**config.mk**
```make
export PLATFORM = sky130hd
export DESIGN_NAME = sprite_list_block_decoder
export DESIGN_NICKNAME = d
export VERILOG_FILES = /design/src/rtl/sld_pkg.sv /design/src/rtl/sld_front.sv /design/src/rtl/sld_fifo.sv /design/src/rtl/sld_back.sv /design/src/rtl/sprite_list_block_decoder.sv
export VERILOG_INCLUDE_DIRS = /design/src /design/src/rtl
export SDC_FILE = /design/constraint.sdc
export NUM_CORES = 1
export LEC_CHECK = 0
export BUFFER_PORTS_ARGS = -buffer_cell sky130_fd_sc_hd__buf_2
export CORE_ASPECT_RATIO = 1.5
export CORE_MARGIN = 10
export CORE_UTILIZATION = 59
export DETAILED_ROUTE_END_ITERATION = 16
export PLACE_DENSITY = 0.81
export SYNTH_ARGS = -nofsm -noshare
export SYNTH_HDL_FRONTEND = slang
export SYNTH_HIERARCHICAL = 1
export SYNTH_SLANG_ARGS = --single-unit
```
**constraint.sdc**
```tcl
create_clock -name aclk -period 6.8 [get_ports aclk]
set_input_delay 0.34 -clock aclk [delete_from_list [all_inputs] [get_ports aclk]]
set_output_delay 0.34 -clock aclk [all_outputs]
set_load 0.05 [all_outputs]
```
**src/rtl/assert_macros.svh**
```systemverilog
// ----------------------------------------------------------------------------
// Assertion macros
// Shared helpers for concurrent assertions in the sprite list decoder RTL.
// ----------------------------------------------------------------------------
`ifndef ASSERT_MACROS_SVH
`define ASSERT_MACROS_SVH

`ifndef NO_ASSERTIONS
// Property checked at every rising clock edge while reset is released.
`define SLD_ASSERT(name, clk, rst_n, prop, msg) \
    name: assert property (@(posedge clk) disable iff (!rst_n) prop) else $error(msg);
// Property checked at every rising clock edge, reset included.
`define SLD_ASSERT_ALWAYS(name, clk, prop, msg) \
    name: assert property (@(posedge clk) prop) else $error(msg);
`else
`define SLD_ASSERT(name, clk, rst_n, prop, msg)
`define SLD_ASSERT_ALWAYS(name, clk, prop, msg)
`endif

`endif

```
**src/rtl/sld_pkg.sv**
```systemverilog
// ----------------------------------------------------------------------------
// Sprite list decoder package
// Types, constants and helper functions shared by the decoder modules.
// ----------------------------------------------------------------------------
package sld_pkg;

    // Grid pitch of a block sprite, in pixels.
    localparam int CELL_PIXELS_DEF = 16;

    // Depth of the queue between the front and the back part.
    localparam int QUEUE_DEPTH = 2;

    // Field widths.
    localparam int TILE_W  = 13;
    localparam int COLOR_W = 8;
    localparam int PAL_W   = 9;
    localparam int RAW_W   = 16;
    localparam int POS_W   = 17;
    localparam int ZOOM_W  = 8;
    localparam int BLK_W   = 8;
    localparam int SCALE_W = 17;

    // Stream payload widths.
    localparam int S_DATA_W = 88;
    localparam int M_DATA_W = 96;

    // Configuration port.
    localparam int CFG_ADDR_W = 1;
    localparam int CFG_DATA_W = 8;
    localparam logic [CFG_ADDR_W-1:0] REG_COLOR_BASE = 1'd0;
    localparam logic [CFG_ADDR_W-1:0] REG_SKIP_EMPTY = 1'd1;
    localparam logic [COLOR_W-1:0]    COLOR_BASE_RST = 8'd64;
    localparam logic                  SKIP_EMPTY_RST = 1'b1;

    // Raw position words above this value are negative.
    localparam logic [RAW_W-1:0] RAW_NEG_LIMIT = 16'h8000;

    // Queue entry: one classified sprite word.
    typedef struct packed {
        logic                frame_start;
        logic                emit;
        logic [TILE_W-1:0]   tile;
        logic [PAL_W-1:0]    palette;
        logic                flip_x;
        logic                flip_y;
        logic [POS_W-1:0]    pos_x;
        logic [POS_W-1:0]    pos_y;
        logic [ZOOM_W-1:0]   zoom_x;
        logic [ZOOM_W-1:0]   zoom_y;
        logic [BLK_W-1:0]    block_cols;
        logic [BLK_W-1:0]    block_rows;
    } sld_entry_t;

    // Queue status seen by the front part.
    typedef struct packed {
        logic full;
    } sld_queue_stat_t;

    // Raw 16-bit position to signed 17-bit; 0x8000 itself stays positive.
    function automatic logic [POS_W-1:0] raw_to_pos(input logic [RAW_W-1:0] w);
        logic [POS_W-1:0] res;
        res = (w > RAW_NEG_LIMIT) ? {1'b1, w} : {1'b0, w};
        return res;
    endfunction

    // Zoom byte to 1.16 scale; zero means unity.
    function automatic logic [SCALE_W-1:0] zoom_scale(input logic [ZOOM_W-1:0] z);
        logic [ZOOM_W:0]    inv;
        logic [4:0]         steps;
        logic [SCALE_W-1:0] res;
        inv   = 9'h100 - {1'b0, z};
        steps = {1'b0, inv[7:4]} + 5'd1;
        if (z == '0) begin
            res = 17'h10000;
        end else begin
            res = {steps, 12'h000};
        end
        return res;
    endfunction

endpackage

```
**src/rtl/sld_front.sv**
```systemverilog
// ----------------------------------------------------------------------------
// Sprite list decoder front part
// Holds the configuration registers, unpacks each input word, drops empty
// entries when skip_empty is set and converts raw positions and colours before queueing.
// ----------------------------------------------------------------------------
module sld_front
    import sld_pkg::*;
(
    input  logic                   aclk,
    input  logic                   aresetn,
    input  logic                   cfg_wr_en,
    input  logic [CFG_ADDR_W-1:0]  cfg_addr,
    input  logic [CFG_DATA_W-1:0]  cfg_wdata,
    input  logic                   s_tvalid,
    output logic                   s_tready,
    input  logic [S_DATA_W-1:0]    s_tdata,
    input  logic                   s_tuser,
    input  sld_queue_stat_t        q_stat,
    output logic                   q_push,
    output sld_entry_t             q_entry
);

    logic [COLOR_W-1:0] color_base_reg;
    logic               skip_empty_reg;

    logic [TILE_W-1:0]  tile;
    logic [COLOR_W-1:0] colour;
    logic               drop;

    // Configuration registers.
    always_ff @(posedge aclk) begin
        if (!aresetn) begin
            color_base_reg <= COLOR_BASE_RST;
            skip_empty_reg <= SKIP_EMPTY_RST;
        end else if (cfg_wr_en) begin
            case (cfg_addr)
                REG_COLOR_BASE: color_base_reg <= cfg_wdata;
                REG_SKIP_EMPTY: skip_empty_reg <= cfg_wdata[0];
                default: ;
            endcase
        end
    end

    assign tile   = s_tdata[12:0];
    assign colour = s_tdata[20:13];

    // An empty entry is dropped, but a frame start still has to reach the
    // back part so that it can clear the block state.
    assign drop     = skip_empty_reg && (tile == '0);
    assign s_tready = !q_stat.full;
    assign q_push   = s_tvalid && s_tready && (!drop || s_tuser);

    // Classify and convert the entry.
    always_comb begin
        q_entry.frame_start = s_tuser;
        q_entry.emit        = !drop;
        q_entry.tile        = tile;
        q_entry.palette     = {1'b0, colour} + {1'b0, color_base_reg};
        q_entry.flip_x      = s_tdata[21];
        q_entry.flip_y      = s_tdata[22];
        q_entry.pos_x       = raw_to_pos(s_tdata[38:23]);
        q_entry.pos_y       = raw_to_pos(s_tdata[54:39]);
        q_entry.zoom_x      = s_tdata[62:55];
        q_entry.zoom_y      = s_tdata[70:63];
        q_entry.block_cols  = s_tdata[78:71];
        q_entry.block_rows  = s_tdata[86:79];
    end

endmodule

```
**src/rtl/sld_fifo.sv**
```systemverilog
// ----------------------------------------------------------------------------
// Sprite list decoder queue
// Small register queue between the front and the back part.
// ----------------------------------------------------------------------------
`include "assert_macros.svh"

module sld_fifo
    import sld_pkg::*;
#(
    parameter int DEPTH = QUEUE_DEPTH
) (
    input  logic             aclk,
    input  logic             aresetn,
    input  logic             push,
    input  sld_entry_t       push_entry,
    output sld_queue_stat_t  stat,
    input  logic             pop,
    output logic             head_valid,
    output sld_entry_t       head_entry
);

    localparam int PTR_W = (DEPTH > 1) ? $clog2(DEPTH) : 1;
    localparam int CNT_W = $clog2(DEPTH + 1);

    sld_entry_t        slot_reg [DEPTH];
    logic [PTR_W-1:0]  wr_ptr_reg, wr_ptr_next;
    logic [PTR_W-1:0]  rd_ptr_reg, rd_ptr_next;
    logic [CNT_W-1:0]  count_reg, count_next;
    logic              do_pop;

    assign stat.full  = (count_reg == CNT_W'(DEPTH));
    assign head_valid = (count_reg != '0);
    assign head_entry = slot_reg[rd_ptr_reg];
    assign do_pop     = pop && head_valid;

    // Pointer and fill bookkeeping.
    always_comb begin
        wr_ptr_next = wr_ptr_reg;
        rd_ptr_next = rd_ptr_reg;
        count_next  = count_reg;
        if (push) begin
            wr_ptr_next = (wr_ptr_reg == PTR_W'(DEPTH - 1)) ? '0 : wr_ptr_reg + 1'b1;
        end
        if (do_pop) begin
            rd_ptr_next = (rd_ptr_reg == PTR_W'(DEPTH - 1)) ? '0 : rd_ptr_reg + 1'b1;
        end
        if (push && !do_pop) begin
            count_next = count_reg + 1'b1;
        end else if (do_pop && !push) begin
            count_next = count_reg - 1'b1;
        end
    end

    always_ff @(posedge aclk) begin
        if (!aresetn) begin
            wr_ptr_reg <= '0;
            rd_ptr_reg <= '0;
            count_reg  <= '0;
        end else begin
            wr_ptr_reg <= wr_ptr_next;
            rd_ptr_reg <= rd_ptr_next;
            count_reg  <= count_next;
        end
    end

    // Storage.
    always_ff @(posedge aclk) begin
        if (push) begin
            slot_reg[wr_ptr_reg] <= push_entry;
        end
    end

    `SLD_ASSERT(a_count_bound, aclk, aresetn, count_reg <= CNT_W'(DEPTH), "queue overfilled")
    `SLD_ASSERT(a_no_push_full, aclk, aresetn, stat.full |-> !push, "push into full queue")

endmodule

```
**src/rtl/sld_back.sv**
```systemverilog
// ----------------------------------------------------------------------------
// Sprite list decoder back part
// Runs the block sprite chaining state, places each entry and drives the
// registered result stream.
// ----------------------------------------------------------------------------
`include "assert_macros.svh"

module sld_back
    import sld_pkg::*;
#(
    parameter int CELL_PIXELS = CELL_PIXELS_DEF
) (
    input  logic                  aclk,
    input  logic                  aresetn,
    input  logic                  head_valid,
    input  sld_entry_t            head_entry,
    output logic                  pop,
    output logic                  m_tvalid,
    input  logic                  m_tready,
    output logic [M_DATA_W-1:0]   m_tdata,
    output logic                  m_tuser
);

    // Chaining state.
    logic               block_active_reg, block_active_next;
    logic [BLK_W-1:0]   col_index_reg, col_index_next;
    logic [BLK_W-1:0]   row_index_reg, row_index_next;
    logic [BLK_W-1:0]   col_limit_reg, col_limit_next;
    logic [BLK_W-1:0]   row_limit_reg, row_limit_next;
    logic [POS_W-1:0]   anchor_x_reg, anchor_x_next;
    logic [POS_W-1:0]   anchor_y_reg, anchor_y_next;
    logic [ZOOM_W-1:0]  held_zoom_x_reg, held_zoom_x_next;
    logic [ZOOM_W-1:0]  held_zoom_y_reg, held_zoom_y_next;

    // Result register.
    logic               out_valid_reg, out_valid_next;
    logic [TILE_W-1:0]  out_tile_reg;
    logic [PAL_W-1:0]   out_palette_reg;
    logic               out_flip_x_reg;
    logic               out_flip_y_reg;
    logic [POS_W-1:0]   pos_x_reg, pos_x_next;
    logic [POS_W-1:0]   pos_y_reg, pos_y_next;
    logic [SCALE_W-1:0] scale_x_reg, scale_x_next;
    logic [SCALE_W-1:0] scale_y_reg, scale_y_next;
    logic               in_block_reg, in_block_next;

    logic               eff_active;
    logic [BLK_W-1:0]   eff_col;
    logic [BLK_W-1:0]   eff_row;
    logic               start;
    logic               act;
    logic [BLK_W-1:0]   lim_c;
    logic [BLK_W-1:0]   lim_r;
    logic [BLK_W-1:0]   idx_c;
    logic [BLK_W-1:0]   idx_r;
    logic [POS_W-1:0]   anc_x;
    logic [POS_W-1:0]   anc_y;
    logic [ZOOM_W-1:0]  zm_x;
    logic [ZOOM_W-1:0]  zm_y;
    logic               load;

    // Take the head whenever the result register is free or being drained.
    assign pop  = head_valid && (!out_valid_reg || m_tready);
    assign load = pop && head_entry.emit;

    // Placement and chaining logic for the head entry.
    always_comb begin
        // A frame start clears the chaining state before anything else.
        eff_active = head_entry.frame_start ? 1'b0 : block_active_reg;
        eff_col    = head_entry.frame_start ? '0 : col_index_reg;
        eff_row    = head_entry.frame_start ? '0 : row_index_reg;

        start = ((head_entry.block_cols | head_entry.block_rows) != '0) && !eff_active;
        act   = start || eff_active;

        lim_c = start ? head_entry.block_cols : col_limit_reg;
        lim_r = start ? head_entry.block_rows : row_limit_reg;
        idx_c = start ? '0 : eff_col;
        idx_r = start ? '0 : eff_row;
        anc_x = start ? head_entry.pos_x : anchor_x_reg;
        anc_y = start ? head_entry.pos_y : anchor_y_reg;
        zm_x  = start ? head_entry.zoom_x : held_zoom_x_reg;
        zm_y  = start ? head_entry.zoom_y : held_zoom_y_reg;

        block_active_next = eff_active;
        col_index_next    = eff_col;
        row_index_next    = eff_row;
        col_limit_next    = col_limit_reg;
        row_limit_next    = row_limit_reg;
        anchor_x_next     = anchor_x_reg;
        anchor_y_next     = anchor_y_reg;
        held_zoom_x_next  = held_zoom_x_reg;
        held_zoom_y_next  = held_zoom_y_reg;

        pos_x_next    = head_entry.pos_x;
        pos_y_next    = head_entry.pos_y;
        scale_x_next  = zoom_scale(head_entry.zoom_x);
        scale_y_next  = zoom_scale(head_entry.zoom_y);
        in_block_next = 1'b0;

        if (head_entry.emit && act) begin
            col_limit_next   = lim_c;
            row_limit_next   = lim_r;
            anchor_x_next    = anc_x;
            anchor_y_next    = anc_y;
            held_zoom_x_next = zm_x;
            held_zoom_y_next = zm_y;

            // Grid cell from the anchor.
            pos_x_next    = anc_x + POS_W'(POS_W'(idx_c) * POS_W'(CELL_PIXELS));
            pos_y_next    = anc_y + POS_W'(POS_W'(idx_r) * POS_W'(CELL_PIXELS));
            scale_x_next  = zoom_scale(zm_x);
            scale_y_next  = zoom_scale(zm_y);
            in_block_next = 1'b1;

            // Walk rows first, then columns; past the last column the block ends.
            block_active_next = 1'b1;
            if (idx_r >= lim_r) begin
                row_index_next = '0;
                if (idx_c >= lim_c) begin
                    col_index_next    = '0;
                    block_active_next = 1'b0;
                end else begin
                    col_index_next = idx_c + 1'b1;
                end
            end else begin
                col_index_next = idx_c;
                row_index_next = idx_r + 1'b1;
            end
        end
    end

    // Result valid flag.
    always_comb begin
        out_valid_next = out_valid_reg;
        if (load) begin
            out_valid_next = 1'b1;
        end else if (m_tready) begin
            out_valid_next = 1'b0;
        end
    end

    // Control and chaining registers.
    always_ff @(posedge aclk) begin
        if (!aresetn) begin
            out_valid_reg    <= 1'b0;
            block_active_reg <= 1'b0;
            col_index_reg    <= '0;
            row_index_reg    <= '0;
            col_limit_reg    <= '0;
            row_limit_reg    <= '0;
            anchor_x_reg     <= '0;
            anchor_y_reg     <= '0;
            held_zoom_x_reg  <= '0;
            held_zoom_y_reg  <= '0;
        end else begin
            out_valid_reg <= out_valid_next;
            if (pop) begin
                block_active_reg <= block_active_next;
                col_index_reg    <= col_index_next;
                row_index_reg    <= row_index_next;
                col_limit_reg    <= col_limit_next;
                row_limit_reg    <= row_limit_next;
                anchor_x_reg     <= anchor_x_next;
                anchor_y_reg     <= anchor_y_next;
                held_zoom_x_reg  <= held_zoom_x_next;
                held_zoom_y_reg  <= held_zoom_y_next;
            end
        end
    end

    // Result payload.
    always_ff @(posedge aclk) begin
        if (load) begin
            out_tile_reg    <= head_entry.tile;
            out_palette_reg <= head_entry.palette;
            out_flip_x_reg  <= head_entry.flip_x;
            out_flip_y_reg  <= head_entry.flip_y;
            pos_x_reg       <= pos_x_next;
            pos_y_reg       <= pos_y_next;
            scale_x_reg     <= scale_x_next;
            scale_y_reg     <= scale_y_next;
            in_block_reg    <= in_block_next;
        end
    end

    assign m_tvalid = out_valid_reg;
    assign m_tuser  = in_block_reg;
    assign m_tdata  = {4'b0000, scale_y_reg, scale_x_reg, pos_y_reg, pos_x_reg,
                       out_flip_y_reg, out_flip_x_reg, out_palette_reg, out_tile_reg};

    `SLD_ASSERT(a_idle_idx_zero, aclk, aresetn, !block_active_reg |-> (col_index_reg == '0 && row_index_reg == '0), "indices nonzero outside a block")
    `SLD_ASSERT(a_row_in_range, aclk, aresetn, block_active_reg |-> (row_index_reg <= row_limit_reg), "row index past its limit")
    `SLD_ASSERT(a_col_in_range, aclk, aresetn, block_active_reg |-> (col_index_reg <= col_limit_reg), "column index past its limit")
    `SLD_ASSERT(a_hold_stalled, aclk, aresetn, (out_valid_reg && !m_tready) |=> $stable(m_tdata), "stalled result changed")

endmodule

```
**src/rtl/sprite_list_block_decoder.sv**
```systemverilog
// ----------------------------------------------------------------------------
// Sprite list block decoder
// Turns sprite table entries into draw commands, chaining block sprites
// onto a grid from an anchor entry.
// ----------------------------------------------------------------------------
// A result passes through the queue and then the result register before
// it is valid. Throughput: one entry per cycle while m_tready does not
// stall the result stream; the back part updates the block state as it
// takes each entry, and a two-entry queue parts the input from the output.
// Empty entries that are dropped give no result.
// Reset (aresetn low, synchronous) empties the queue and result register,
// clears the block state and restores color_base 64 and skip_empty 1.
// ----------------------------------------------------------------------------
module sprite_list_block_decoder
    import sld_pkg::*;
#(
    parameter int CELL_PIXELS = CELL_PIXELS_DEF
) (
    input  logic                   aclk,
    input  logic                   aresetn,
    // Configuration writes
    input  logic                   cfg_wr_en,
    input  logic [CFG_ADDR_W-1:0]  cfg_addr,
    input  logic [CFG_DATA_W-1:0]  cfg_wdata,
    // Sprite entries
    input  logic                   s_tvalid,
    output logic                   s_tready,
    // tile_code[12:0], colour[20:13], mirror_x[21], mirror_y[22], raw_x[38:23],
    // raw_y[54:39], zoom_x_byte[62:55], zoom_y_byte[70:63], block_cols[78:71],
    // block_rows[86:79], zero[87]
    input  logic [S_DATA_W-1:0]    s_tdata,
    // frame_start[0]
    input  logic                   s_tuser,
    // Draw commands
    output logic                   m_tvalid,
    input  logic                   m_tready,
    // out_tile[12:0], out_palette[21:13], out_flip_x[22], out_flip_y[23],
    // pos_x[40:24], pos_y[57:41], scale_x[74:58], scale_y[91:75], zero[95:92]
    output logic [M_DATA_W-1:0]    m_tdata,
    // in_block[0]
    output logic                   m_tuser
);

    sld_queue_stat_t q_stat;
    logic            q_push;
    sld_entry_t      q_entry;
    logic            q_pop;
    logic            head_valid;
    sld_entry_t      head_entry;

    sld_front u_front (
        .aclk      (aclk),
        .aresetn   (aresetn),
        .cfg_wr_en (cfg_wr_en),
        .cfg_addr  (cfg_addr),
        .cfg_wdata (cfg_wdata),
        .s_tvalid  (s_tvalid),
        .s_tready  (s_tready),
        .s_tdata   (s_tdata),
        .s_tuser   (s_tuser),
        .q_stat    (q_stat),
        .q_push    (q_push),
        .q_entry   (q_entry)
    );

    sld_fifo #(
        .DEPTH (QUEUE_DEPTH)
    ) u_fifo (
        .aclk       (aclk),
        .aresetn    (aresetn),
        .push       (q_push),
        .push_entry (q_entry),
        .stat       (q_stat),
        .pop        (q_pop),
        .head_valid (head_valid),
        .head_entry (head_entry)
    );

    sld_back #(
        .CELL_PIXELS (CELL_PIXELS)
    ) u_back (
        .aclk       (aclk),
        .aresetn    (aresetn),
        .head_valid (head_valid),
        .head_entry (head_entry),
        .pop        (q_pop),
        .m_tvalid   (m_tvalid),
        .m_tready   (m_tready),
        .m_tdata    (m_tdata),
        .m_tuser    (m_tuser)
    );

endmodule

```
==> metrics.cfg, run 1 <==
[synthesis]
syn_area_um2=17000
synth-adder-area-share=0.0357
avgSynthCellArea_um2=11.5
synth_mux_area_frac=0.0806
synth_top_family_by_area=simple AND/OR/NAND/NOR gates
synth_top_area_frac=0.447
ys_seq_area_frac=0.563
synth-compound-area-share=0.100
synth_edf_count=253
synthFlopType=edfxtp_1
synthXorXnorAreaFrac=0.0248
synthArstFlopShare=0
synth-seq-cells=351
synthCells=1476
yosys.area_share.simple=0.122
synth_area_leaders=edfxtp_1, dfxtp_1, mux2_2, buf_4, nand2_1
ys_types=84
yosysWarnings=6
synth_top_area_cell=edfxtp_1

[clock_tree]
clk_path_buf_depth=3
insertion_delay_ns=0.59
cts_num_sinks=351
cts_resized=0
numCtsBuffers=31
htreeDepth=1
cts_tree=done
cts_setup_buffers=0
cts_hold_buffers=83
clk_pin_slew_ns=0.07
cts_root_buffer=clkbuf_16

[routing]
drc=0
dr_total_vias=11828
dr.first_iter.drc_count=789
wl_per_cell_um=20.5
firstDrtPassIters=5
ant_nets=0
routed_wirelength_mm=41.1
via_per_inst=5.90

[placed_design]
placed_area_um2=17400
gp_congestion=0.868
place_ws_ns=1.92
portBuffers=172
dp.cells=1866
dp_hpwl_mm=26.8

[finish]
drive_above_1_share=0.217
final_util=0.675
fin_cells=2006
diodes=0
area_growth_pct=13.4
largest_register_ffs=184
final_area_um2=19200
final_net_count=1778

[global_routing]
grt_max_degree=81
grt_pass1_wl_mm=64.7
overflow=0
grt_pass1_vias=12224
grtUsageTotal=0.223
antenna_found_initial=1

[timing]
slew_viol_final=0
clock_skew_ns=0.0198
slew-limit-headroom=0.131
worstMarginPinSlew_ns=1.30
hold_viol=0
rsz0062_at_grt=no
tns_ns=0
period_share=0.737
final.setup.worst_slack_ns=1.79
fin_crit_ns=5.01
hold_slack_ns=0.0102
max_freq_mhz=200
setup_viol=0

[worst_hold_path]
hp-class=input pin to flip-flop

[critical_path]
crit_path_end=u_back/row_index_reg[0]
cp_max_fo=18
path_cells=mux2_2 -> nor4_2 -> a41oi_4 -> nor2_1 -> and2_1 -> ha_1 -> a21o_1 -> a21oi_1 -> nor3b_1 -> a22oi_1 -> and2_1 -> nor2_1 -> a21oi_1 -> a211oi_1
critPathMaxStageDelay_ns=0.63
crit_path_end_kind=flip-flop
worstSetupPathType=flip-flop to flip-flop
ff2ff_path_depth=14
worstPathRequired_ns=7.30
cp_data_arrival_time_ns=5.51
r2r_end=u_back/row_index_reg[0]
start_kind=flip-flop
cp_slowest_cell=nor2_1
rrSetupSlack_ns=1.79

[pwr]
vdd_drop_max_uv=417
combPwrFrac=0.407
clockPowerShare=0.210
power_density_nw_per_um2=442
p_leak_nw=7.48
p_total_mw=8.51
p_sw_frac=0.405
p_sw_mw=3.45
p_int_mw=5.06
seqPwrFrac=0.383

[floorplanning]
placementRows=76
ios=202
start_util=0.595
die_w_um=159
core_area_um2=28500
dieArea_um2=36100
die_h_um=228

[job]
drv_cap=0

[outcome]
status=completed

## per-layer routing
metal / part of all wire / vias up / GRT usage
met3: 0.058 / 122 / 0.0392
met4: 0.051 / 2 / 0.113
met1: 0.36 / 5742 / 0.242
li1: - / 5529 / -
met5: 0.00017 / - / 0
met2: 0.53 / 433 / 0.403
## power by group through the flow
stage | sequential, mW | combinational (mW) | clock (mW)
after detailed placement | 3.29 | 3.40 | 0
after floorplan | 3.96 | 1.95 | 0
final | 3.26 | 3.46 | 1.79
after global placement | 3.26 | 3.32 | 0
after global routing | 3.31 | 3.72 | 1.89
after CTS | 3.25 | 3.46 | 1.80
## worst min-delay path by stage
stage	from	end	slack (ns)	depth (start not counted)
after floorplan	aresetn	u_front/color_base_reg[6]	0.41	1
after global placement	u_back/col_limit_reg[2]	u_back/col_limit_reg[2]	0.44	2
after detailed placement	u_back/held_zoom_y_reg[0]	u_back/held_zoom_y_reg[0]	0.45	2
after CTS	cfg_wdata[2]	u_front/color_base_reg[2]	0.001	3
after global routing	s_tdata[29]	u_fifo/slot_reg[0][55]	0.006	1
final	cfg_wdata[4]	u_front/color_base_reg[4]	0.01	3
## worst max-delay path, delay by kind of cell (launching register included)
| kind | cells | cell delay, ns |
|---|---|---|
| flip-flops | 1 | 0.51 |
| adder cells (fa/ha/maj) | 1 | 0.32 |
| AO/OA/AOI/OAI | 6 | 1.11 |
| multiplexers | 1 | 0.40 |
| AND/OR/NAND/NOR | 6 | 2.59 |
## cells by family after synthesis
kind of cell / after synthesis
compound gates: 252
simple gates: 453
buf+inv: 198
fa+ha+maj: 48
xor+xnor: 48
flops: 351
other cells: 1
mux: 125
## layout by cell type, fill, tap and decap left out, types with 5 or more instances in the layout
| cell | n |
|---|---|
| o22ai_1 | 8 |
| a21boi_0 | 7 |
| a21oi_1 | 63 |
| buf_4 | 15 |
| o21a_1 | 8 |
| o31ai_1 | 5 |
| nor4_1 | 11 |
| nand2_1 | 222 |
| and3_1 | 6 |
| clkbuf_16 | 31 |
| conb_1 | 28 |
| dlygate4sd3_1 | 83 |
| nand2b_1 | 13 |
| nor3_1 | 15 |
| nand3_1 | 32 |
| a31oi_1 | 10 |
| xor2_1 | 13 |
| nor2b_1 | 10 |
| edfxtp_1 | 253 |
| and2_1 | 17 |
| clkinv_2 | 7 |
| dfxtp_1 | 97 |
| inv_1 | 20 |
| mux2_2 | 94 |
| nand4_1 | 6 |
| buf_2 | 172 |
| mux2i_1 | 31 |
| nor2_1 | 92 |
| a311oi_1 | 14 |
| ha_1 | 42 |
| a21o_1 | 9 |
| clkbuf_1 | 5 |
| o21ai_0 | 39 |
| a211oi_1 | 26 |
| xnor2_1 | 35 |
| o211ai_1 | 8 |
## Yosys cell counts (4+ instances only)
master and n:
edfxtp_1 253, nand2_1 222, buf_4 112, dfxtp_1 98, mux2_2 94, nor2_1 93, a21oi_1 63, ha_1 42
o21ai_0 40, xnor2_1 35, clkbuf_1 34, nand3_1 32, mux2i_1 31, a211oi_1 26, inv_1 21, and2_1 18
nor3_1 16, a311oi_1 14, nand2b_1 13, xor2_1 13, buf_2 12, nor2b_1 11, nor4_1 11, a31oi_1 10
a21o_1 9, buf_6 9, buf_1 8, o211ai_1 8, o21a_1 8, o22ai_1 8, a21boi_0 7, and3_1 6
nand4_1 6, o31ai_1 5, maj3_1 4, o2111ai_1 4, o21ai_1 4, o21bai_1 4
## area by class of cell
class | instances | area (um^2)
Multi-Input combinational cell | 954 | 6320
Inverter | 23 | 87.6
Sequential cell | 351 | 9560
Clock inverter | 18 | 198
Tap cell | 351 | 439
Timing Repair Buffer | 270 | 1800
Clock buffer | 39 | 836
Fill cell | 2036 | 9280
No activity file was read; power rests on OpenSTA's default activity.
==> inputs of run 2 (changes only) <==
CORE_UTILIZATION = 53   (was 59)
PLACE_DENSITY = 0.77   (was 0.81)
clock period = 4.5 ns   (was 6.8 ns; I/O delays follow)
==> metrics.cfg, run 2 (synthesis gave the netlist of run 1 again) <==
[routing]
wl_per_cell_um=19.5  ; was 20.5 um
drc=0  ; unchanged
via_per_inst=5.67  ; was 5.90
firstDrtPassIters=6  ; was 5
dr_total_vias=11874  ; was 11.8k
ant_nets=0  ; unchanged
dr.first_iter.drc_count=707  ; was 789
routed_wirelength_mm=40.9  ; was 41.1 mm

[finish]
fill_cells=2396  ; was 2036
register_area_um2=9560  ; unchanged
multi_input_area_um2=6400  ; was 6320 um^2
area_growth_pct=15.9  ; was 13.4%
final_util=0.620  ; was 0.675
final_net_count=1806  ; was 1778
fin_cells=2095  ; was 2006
final_common_cell=edfxtp_1  ; unchanged
largest_register_ffs=184  ; unchanged
drive_above_1_share=0.232  ; was 0.217
final_area_um2=19700  ; was 19200 um^2
layout_common_cells=edfxtp_1, nand2_1, buf_2, dfxtp_1  ; was edfxtp_1, nand2_1, buf_2, dfxtp_1, mux2_2

[floorplanning]
die_w_um=166  ; was 159 um
placementRows=80  ; was 76
dieArea_um2=39700  ; was 36100 um^2
start_util=0.535  ; was 0.595
core_area_um2=31700  ; was 28500 um^2
ios=202  ; unchanged
die_h_um=239  ; was 228 um

[pwr]
p_int_mw=7.76  ; was 5.06 mW
p_leak_nw=7.66  ; was 7.48 nW
clockPowerShare=0.213  ; was 0.210
p_sw_frac=0.400  ; was 0.405
p_sw_mw=5.17  ; was 3.45 mW
vdd_drop_max_uv=460  ; was 417 uV
combPwrFrac=0.408  ; was 0.407
seqPwrFrac=0.379  ; was 0.383
power_density_nw_per_um2=657  ; was 442 nW/um^2
p_total_mw=12.9  ; was 8.51 mW

[global_routing]
overflow=0  ; unchanged
grt_pass1_wl_mm=63.8  ; was 64.7 mm
grtUsageTotal=0.197  ; was 0.223
antenna_found_initial=2  ; was 1
grt_max_degree=73  ; was 81
grt_pass1_vias=12087  ; was 12.2k

[timing]
slew_viol_final=0  ; unchanged
slew-limit-headroom=0.142  ; was 0.131
setup_viol=0  ; unchanged
final.setup.worst_slack_ns=0.165  ; was 1.79 ns
clock_skew_ns=0.00912  ; was 0.0198 ns
hold_viol=0  ; unchanged
fin_crit_ns=4.34  ; was 5.01 ns
period_share=0.963  ; was 0.737
max_freq_mhz=231  ; was 200 MHz
worstMarginPinSlew_ns=1.28  ; was 1.30 ns

[clock_tree]
numCtsBuffers=34  ; was 31
insertion_delay_ns=0.53  ; was 0.59 ns
cts_num_sinks=351  ; unchanged
cts_root_buffer=clkbuf_16  ; unchanged
clk_path_buf_depth=3  ; unchanged
clk_pin_slew_ns=0.06  ; was 0.07 ns
htreeDepth=2  ; was 1
cts_tree=done  ; unchanged

[worst_hold_path]
hp-class=input pin to flip-flop  ; unchanged
holdCritStartpoint=s_tdata[13]  ; was cfg_wdata[4]

[critical_path]
crit_path_end_kind=flip-flop  ; unchanged
worstPathRequired_ns=4.80  ; was 7.30 ns
cp_max_fo=52  ; was 18
cp_data_arrival_time_ns=4.64  ; was 5.51 ns
rrSetupSlack_ns=0.16  ; was 1.79 ns
worstSetupPathType=flip-flop to flip-flop  ; unchanged
start_kind=flip-flop  ; unchanged

[job]
drv_cap=0  ; unchanged

[placed_design]
dp.cells=1941  ; was 1866
place_ws_ns=0.185  ; was 1.92 ns
dp_hpwl_mm=27.3  ; was 26.8 mm
gp_congestion=0.904  ; was 0.868
portBuffers=172  ; unchanged
placed_area_um2=17600  ; was 17400 um^2

[outcome]
status=completed  ; unchanged

[run 2: final cells by class]
class                      instances  share of cell area
antenna                            1            0.000127
clock buffer                      43              0.0475
clock inverter                    18             0.00699
inverter                          23             0.00445
multi-input combinational        954               0.325
sequential                       351               0.486
tap                              410              0.0261
timing repair buffer             295               0.104
[run 2: path summary, 6_finish.rpt]
kind	to	cells after the start
setup / recovery	u_back/pos_x_reg[12]	13
hold / removal	u_fifo/slot_reg[0][68]	2
setup reg to reg	u_back/pos_x_reg[12]	13
hold reg to reg	u_back/held_zoom_x_reg[2]	2
[run 2: critical path, cell delays in order, from the launching register on]
cell and delay, ns:
dfxtp_4 0.47, buf_6 0.21, mux2_2 0.39, nor4_4 0.34
a41oi_4 0.20, buf_12 0.23, buf_4 0.29, nor2_2 0.23
ha_1 0.31, and3_1 0.23, nor4bb_4 0.16, o41a_1 0.52
xor2_1 0.21, o21ai_0 0.32
[run 2: power by group through the flow]
stage | sequential, mW | clock [mW] | combinational [mW]
finish | 4.90 | 2.76 | 5.28
global route | 4.98 | 2.94 | 5.71
CTS | 4.91 | 2.81 | 5.24
detailed placement | 4.97 | 0 | 5.15
global placement | 4.93 | 0 | 5.05
floorplan | 5.98 | 0 | 2.98
[run 2: metal layers]
| layer | global-route usage | part of all wire |
|---|---|---|
| met2 | 0.357 | 0.53 |
| met3 | 0.0423 | 0.064 |
| met1 | 0.215 | 0.37 |
| met5 | 0 | 0.00032 |
| met4 | 0.0912 | 0.037 |
[run 2: repair_timing]
action / in CTS / in global routing
buffers inserted: 0 / 1
resized for setup: 0 / 10
hold buffers: 91 / 0
setup endpoints to repair: 0 / 20
endpoints found under the hold margin: 170 / 0
[run 2: per-stage QoR]
stage / hold WS [ns] / TNS, ns
6_report: 0.0615 / 0
5_1_grt: 0.0659 / -0.0181
4_1_cts: 0.0164 / 0
3_5_place_dp: 0.416 / 0
3_3_place_gp: 0.414 / 0
2_1_floorplan: 0.297 / 0
==> inputs of run 3 (changes only) <==
RECOVER_POWER = 50   (was not set)
==> metrics.cfg, run 3 (synthesis gave the netlist of run 1 again) <==
[finish]
fill_cells=2435  ; was 2396
final_common_cell=edfxtp_1  ; unchanged
final_area_um2=19600  ; was 19700 um^2
area_growth_pct=15.4  ; was 15.9%
layout_common_cells=edfxtp_1, nand2_1, buf_2, dfxtp_1  ; unchanged
final_util=0.618  ; was 0.620
drive_above_1_share=0.189  ; was 0.232
largest_register_ffs=184  ; unchanged
final_net_count=1806  ; unchanged

[critical_path]
worst_path_dominant_cell_family=compound AO/OA/AOI/OAI gates  ; unchanged
start_kind=flip-flop  ; unchanged
worstSetupPathType=flip-flop to flip-flop  ; unchanged
path_cells=buf_6 -> mux2_2 -> nor4_4 -> a41oi_4 -> buf_12 -> buf_4 -> nor2_2 -> ha_1 -> and3_1 -> nor4bb_4 -> o41a_1 -> xor2_1 -> o21ai_0  ; unchanged
cp_data_arrival_time_ns=4.65  ; was 4.64 ns
worstPathRequired_ns=4.80  ; about the same
critPathMaxStageDelay_ns=0.51  ; was 0.52 ns
cp_max_fo=52  ; unchanged
cp_slowest_cell=o41a_1  ; unchanged
crit_path_end_kind=flip-flop  ; unchanged
critPathBufInv=3  ; unchanged
rrSetupSlack_ns=0.15  ; was 0.16 ns
ff2ff_path_depth=13  ; unchanged
r2r_end=u_back/pos_x_reg[12]  ; unchanged

[floorplanning]
ios=202  ; unchanged
start_util=0.535  ; unchanged
core_area_um2=31700  ; unchanged
placementRows=80  ; unchanged
die_h_um=239  ; unchanged
die_w_um=166  ; unchanged
dieArea_um2=39700  ; unchanged

[routing]
dr.first_iter.drc_count=774  ; was 707
routed_wirelength_mm=41.1  ; was 40.9 mm
ant_nets=0  ; unchanged
via_per_inst=5.66  ; was 5.67
dr_total_vias=11858  ; about the same
firstDrtPassIters=5  ; was 6
drc=0  ; unchanged
wl_per_cell_um=19.6  ; was 19.5 um

[job]
drv_cap=0  ; unchanged

[global_routing]
overflow=0  ; unchanged
grt_pass1_wl_mm=63.8  ; unchanged
grt_max_degree=73  ; unchanged
antenna_found_initial=2  ; unchanged
grt_pass1_vias=12087  ; unchanged
grtUsageTotal=0.197  ; unchanged

[clock_tree]
clk_path_buf_depth=3  ; unchanged
clk_pin_slew_ns=0.06  ; about the same
insertion_delay_ns=0.53  ; about the same
numCtsBuffers=34  ; unchanged
cts_num_sinks=351  ; unchanged
htreeDepth=2  ; unchanged
cts_tree=done  ; unchanged
cts_root_buffer=clkbuf_16  ; unchanged

[placed_design]
placed_area_um2=17600  ; unchanged
gp_congestion=0.904  ; unchanged
place_ws_ns=0.185  ; unchanged
dp_hpwl_mm=27.3  ; unchanged
portBuffers=172  ; unchanged

[pwr]
p_leak_nw=7.46  ; was 7.66 nW
p_total_mw=12.9  ; about the same
power_density_nw_per_um2=660  ; was 657 nW/um^2
vdd_drop_max_uv=459  ; was 460 uV

[timing]
max_freq_mhz=230  ; was 231 MHz
clock_skew_ns=0.00848  ; was 0.00912 ns
hold_viol=0  ; unchanged
final.setup.worst_slack_ns=0.152  ; was 0.165 ns
period_share=0.966  ; was 0.963
setup_viol=0  ; unchanged
tns_ns=0  ; unchanged
fin_crit_ns=4.35  ; was 4.34 ns
worstMarginPinSlew_ns=1.28  ; about the same
slew-limit-headroom=0.144  ; was 0.142
slew_viol_final=0  ; unchanged

[worst_hold_path]
holdPathEnd=u_fifo/slot_reg[0][68]  ; unchanged
holdCritStartpoint=s_tdata[13]  ; unchanged
whs_path_depth=2  ; unchanged
hp-class=input pin to flip-flop  ; unchanged

[outcome]
status=completed  ; unchanged

## run 3: cell types whose count changed in the layout (fill, tap and decap cells not counted)
| cell | before | now |
|---|---|---|
| clkbuf_2 | 0 | 1 |
| buf_2 | 172 | 100 |
| clkbuf_1 | 5 | 76 |
## run 3: stage by stage
step                      hold slack (ns)  std cells
after floorplan                     0.297       1503
after CTS                          0.0164       2093
after global routing               0.0659       2095
after detailed placement            0.416       1941
final                              0.0613       2095
after global placement              0.414       1941
## run 3: worst max path at each step
stage / startpoint / to / slack [ns] / cells past startpoint
floorplan: flip-flop / u_back/col_index_reg[6] / 0.004 / 21
global placement: flip-flop / u_back/col_index_reg[5] / 0.22 / 15
detailed placement: flip-flop / u_back/pos_y_reg[16] / 0.18 / 15
CTS: flip-flop / u_back/pos_y_reg[16] / 0.16 / 15
global route: flip-flop / u_back/pos_y_reg[16] / -0.02 / 16
finish: flip-flop / u_back/pos_x_reg[12] / 0.15 / 13
## run 3: final cells by class
class	count	area (um^2)	share of cell area
flip-flops and latches	351	9560	0.488
multi-input cells	954	6400	0.327
repair buffers	295	1950	0.0996
clock buffers	43	936	0.0478
well taps	410	513	0.0262
clock inverters	18	138	0.00702
inverters	23	87.6	0.00447
diodes	1	2.50	0.000128
## run 3: where the power goes
part           switching (mW)  leakage [nW]  internal [mW]
Sequential              0.361          3.17           4.54
Clock                    1.21         0.525           1.55
Combinational            3.62          3.77           1.66
## run 3: metal layers
metal / vias to the layer above / wire [um] / share of wire / track usage
li1: 5605 / - / - / -
met3: 94 / 2770 / 0.068 / 0.0423
met1: 5716 / 15300 / 0.37 / 0.215
met2: 441 / 21500 / 0.52 / 0.357
met5: - / 13 / 0.00032 / 0
met4: 2 / 1490 / 0.036 / 0.0912
## run 3: repair_timing
item / in CTS / in global routing
buffers inserted: 0 / 1
hold endpoints to repair: 170 / 0
setup endpoints to repair: 0 / 20
gates resized for setup: 0 / 10
hold buffers: 91 / 0
